[src/rtl/core/cmtd_pkg.sv]
// Package for the cone map block: status codes, controller states, CORDIC
// arctangent table and the command/status structs between controller and datapath.
// No dependencies.
package cmtd_pkg;

  localparam logic [2:0] ST_POSE   = 3'd0;
  localparam logic [2:0] ST_ADDED  = 3'd1;
  localparam logic [2:0] ST_DUP    = 3'd2;
  localparam logic [2:0] ST_FULL   = 3'd3;
  localparam logic [2:0] ST_NOPOSE = 3'd4;

  localparam int CordicSteps = 24;
  localparam logic signed [33:0] CordicOne = 34'sd652032874;
  localparam logic [20:0] RadiusReset = 21'd196608;

  typedef enum logic [2:0] {
    S_IDLE,
    S_CORDIC,
    S_ROT,
    S_SCAN,
    S_DONE
  } state_t;

  // Controller to datapath.
  typedef struct packed {
    logic load;       // capture the input item
    logic pose_wr;    // store a pose
    logic cordic_init;
    logic cordic_step;
    logic rot_step;   // one of the rotation phases
    logic scan_init;
    logic scan_step;
    logic commit;     // finish the item into the result register
  } cmd_t;

  // Datapath to controller.
  typedef struct packed {
    logic is_pose;    // the offered item is a pose
    logic held_pose;  // the captured item is a pose
    logic pose_valid;
    logic cordic_done;
    logic rot_done;
    logic scan_done;
  } sts_t;

  function automatic logic [31:0] atan_lookup(input logic [4:0] i);
    logic [31:0] v;
    case (i)
      5'd0:  v = 32'd536870912;
      5'd1:  v = 32'd316933406;
      5'd2:  v = 32'd167458907;
      5'd3:  v = 32'd85004756;
      5'd4:  v = 32'd42667331;
      5'd5:  v = 32'd21354465;
      5'd6:  v = 32'd10679838;
      5'd7:  v = 32'd5340245;
      5'd8:  v = 32'd2670163;
      5'd9:  v = 32'd1335087;
      5'd10: v = 32'd667544;
      5'd11: v = 32'd333772;
      5'd12: v = 32'd166886;
      5'd13: v = 32'd83443;
      5'd14: v = 32'd41722;
      5'd15: v = 32'd20861;
      5'd16: v = 32'd10430;
      5'd17: v = 32'd5215;
      5'd18: v = 32'd2608;
      5'd19: v = 32'd1304;
      5'd20: v = 32'd652;
      5'd21: v = 32'd326;
      5'd22: v = 32'd163;
      5'd23: v = 32'd81;
      default: v = 32'd0;
    endcase
    return v;
  endfunction

endpackage

[src/rtl/core/cmtd_ctrl.sv]
// Controller for the cone map block: sequences capture, CORDIC, rotation,
// table scan and result hand-off. Depends on cmtd_pkg.
module cmtd_ctrl (
  input  logic           clk,
  input  logic           rst,
  input  logic           in_fire,
  input  logic           out_free,
  input  cmtd_pkg::sts_t sts,
  output logic           busy,
  output cmtd_pkg::cmd_t cmd
);
  import cmtd_pkg::*;

  state_t state, state_next;

  // State register.
  always_ff @(posedge clk) begin
    if (rst) state <= S_IDLE;
    else     state <= state_next;
  end

  // Next state and commands.
  always_comb begin
    state_next = state;
    cmd = '0;
    busy = 1'b1;
    case (state)
      S_IDLE: begin
        busy = 1'b0;
        if (in_fire) begin
          cmd.load = 1'b1;
          state_next = S_DONE;
          if (!sts.is_pose && sts.pose_valid) begin
            cmd.cordic_init = 1'b1;
            state_next = S_CORDIC;
          end
        end
      end
      S_CORDIC: begin
        cmd.cordic_step = 1'b1;
        if (sts.cordic_done) state_next = S_ROT;
      end
      S_ROT: begin
        cmd.rot_step = 1'b1;
        if (sts.rot_done) begin
          cmd.scan_init = 1'b1;
          state_next = S_SCAN;
        end
      end
      S_SCAN: begin
        cmd.scan_step = 1'b1;
        if (sts.scan_done) state_next = S_DONE;
      end
      S_DONE: begin
        if (out_free) begin
          cmd.commit = 1'b1;
          cmd.pose_wr = sts.held_pose;
          state_next = S_IDLE;
        end
      end
      default: state_next = S_IDLE;
    endcase
  end

endmodule

[config.mk]
export PLATFORM = sky130hd
export DESIGN_NAME = cmtd_ctrl
export DESIGN_NICKNAME = d
export VERILOG_FILES = /design/src/rtl/core/cmtd_pkg.sv /design/src/rtl/core/cmtd_ctrl.sv
export SDC_FILE = /design/constraint.sdc
export NUM_CORES = 1
export LEC_CHECK = 0
export BUFFER_PORTS_ARGS = -buffer_cell sky130_fd_sc_hd__buf_4
export CAP_MARGIN = 20
export CORE_AREA = 3 3 40 42
export CTS_CLUSTER_SIZE = 28
export DETAILED_ROUTE_END_ITERATION = 8
export DIE_AREA = 0 0 43 45
export SLEW_MARGIN = 10
export SYNTH_ARGS = -nofsm -noshare
export SYNTH_HDL_FRONTEND = slang
export SYNTH_SLANG_ARGS = --single-unit
[constraint.sdc]
create_clock -name clk -period 1.1 [get_ports clk]
set_input_delay 0.11 -clock clk [delete_from_list [all_inputs] [get_ports clk]]
set_output_delay 0.11 -clock clk [all_outputs]
set_load 0.03 [all_outputs]
==> run summary <==
final core utilization -> 53.6%
placed cell count -> 72
Area Overhead vs Synth -> 164%
largest net degree at the start of global routing -> 6
Yosys reg bits -> 3
Max Clk Rate -> 724 MHz
total number of vias -> 375
Num CTS Buffers -> 3
Slew Limit Fails -> 0
Period Utilization, post-route -> 126%
outcome -> finished, violations left
Final min period -> 1380 ps
worst min path class -> in -> reg
Pre-antenna DRT Iters -> 3
WP data required -> 990 ps
register area -> 68.8 sq um
Most flops, register -> state
initial antenna violation count -> 0
Die Area -> 0.00194 sq mm
Final HPWL DP -> 607 um
kind of critical path -> reg -> out
RSZ-0062 raised after global routing -> true
First DRT Iteration DRCs -> 2
mean post-synth cell area -> 8.13 sq um
most frequent cells in the layout -> 17 x buf_6, 15 x buf_4, 3 x clkbuf_4
grt met3 use -> 3.19%
clk slew on worst S/H paths -> 40 ps
Worst Skew -> 3.89 ps
Largest regs -> state (3)
Crit Path Max Fanout -> 5
Max clock buf depth -> 2
post-synthesis sequential area ratio -> 23.1%
final hold violations -> 0
most common cell after layout, fill and taps aside -> buf_6
TNS Setup -> -1830 ps
DR vias/cell -> 4.63
failing checks -> negative setup slack
Placer Congestion -> 0.727
clock latency on the worst-skew pair -> 240 ps
Slowest-stage cell, CP -> or3_4
Slew headroom -> 83.5%
kind of cell adding the most delay to the critical path -> simple AND/OR/NAND/NOR gates
fill count -> 116
mapped cell area -> 260 sq um
post-route ant nets -> 0
setup violators final -> 11
first-pass GRT wire length -> 1650 um
FF-to-FF setup slack -> -200 ps
max reg flops -> 3
CTS HTree Levels -> 1
# clock sinks -> 3
GRT overflow -> 0
crit path DAT -> 1270 ps
Tightest Pin Transition -> 247 ps
core area -> 0.00128 sq mm
hold path endpoint -> state[2]
Remaining DRCs -> 0
Routed WL -> 1100 um
slack of the critical path -> -281 ps
antenna cells -> 0
CTS tree -> done
reg2reg end -> state[0]
max_cap viols -> 0
Post-layout nets -> 77
Starting Density -> 20.3%
Worst path max stage delay -> 400 ps
P per Cell Area -> 825 mW/mm^2
Leakage -> 0.312 nW
Row Count -> 13
DR WL/cell -> 13.6 um
Hold Path Depth -> 2
Syn. warnings -> 0
Worst Setup End Kind -> primary output
crit start category -> flop
GRT met2 Usage -> 21.6%
GRT Util Overall -> 11.8%
IO Pins -> 19
CP Cell Sequence -> or3_4, nor3_4, buf_6
layer with the highest usage -> met2
Root Buffer -> clkbuf_4
Max IR drop VDD -> 0.000371 V
Die W -> 43 um
proportion of layout cells with a drive suffix above 1 -> 86.4%
Gate Count Post-Synth -> 32
number of port buffers -> 18
hold_buf cts -> 0
Die H -> 45 um
Multi-input gate area -> 260 sq um
vias in the first global route -> 401
r2r startpoint -> state[0]
r2r worst-path depth -> 5
Layout Cells excl Fill -> 81
Post-Syn Nets -> 42
synth unique cells -> 20
M1 GR Usage -> 11.3%
hold_sp -> rst
Post-Place Worst Slack -> -129 ps
Buf+Inv Stages, Crit Path -> 1
-- routing by layer --
metal	routed length, um	share of wire (%)
met3	74	6.7
met5	0	0
met4	15	1.4
met1	393	36
met2	615	56
-- how the worst max path moves through the flow --
stage | startpoint | to | slack [ps] | depth (start not counted)
6_report | state[1] | cmd[5] | -280 | 3
5_1_grt | state[2] | cmd[5] | -320 | 3
4_1_cts | state[2] | cmd[5] | -270 | 3
3_5_place_dp | state[1] | cmd[5] | -130 | 3
3_3_place_gp | state[1] | cmd[5] | -120 | 3
2_1_floorplan | state[1] | cmd[5] | -230 | 3
-- cell families (layout without fill, tap and decap cells) --
logic type             Yosys count  after routing  share of synthesized area, %
AND/OR/NAND/NOR                 20             20                          50.0
AO/OA/AOI/OAI                    5              5                          16.8
buffers and inverters            4             38                          10.1
flip-flops                       3              3                          23.1
-- cells in the mapped netlist, drive strengths merged --
master / number / share of area, %
nor3: 3 / 5.8
inv: 2 / 2.9
nand2: 1 / 1.4
dfxtp: 3 / 23
o22a: 1 / 3.4
nand3: 1 / 1.9
and3b: 1 / 3.8
a31oi: 1 / 2.4
and3: 1 / 2.4
a21oi: 1 / 1.9
and2: 2 / 4.8
nor2: 5 / 7.2
buf: 2 / 7.2
or4b: 1 / 3.8
or3: 2 / 8.7
o41ai: 1 / 3.4
a221oi: 1 / 5.8
nand2b: 3 / 10
-- stage by stage --
stage	power, mW	hold slack, ps	area [sq um]
global route	0.599	60.6	688
finish	0.568	71.1	688
floorplan	0.233	176	294
detailed placement	0.315	303	493
global placement	0.315	304	493
CTS	0.549	52.3	628
-- cell type report --
class | count | area share (%)
Clock buffer | 4 | 3.82
Multi-Input combinational cell | 25 | 37.8
Tap cell | 15 | 2.73
Timing Repair Buffer | 32 | 44.2
Sequential cell | 3 | 10.0
Inverter | 2 | 1.45
-- repair_timing --
action | CTS | global route
pin swaps | 4 | 8
setup buffers | 5 | 2
endpoints found under the setup margin | 10 | 12
hold endpoints to repair | 0 | 0
resized for setup | 22 | 15
-- report_power, final --
group	total (mW)	internal, mW	switching, mW
registers	0.122	0.114	0.00842
logic	0.242	0.127	0.115
clock network	0.204	0.137	0.0672
No activity file was read; power rests on OpenSTA's default activity.
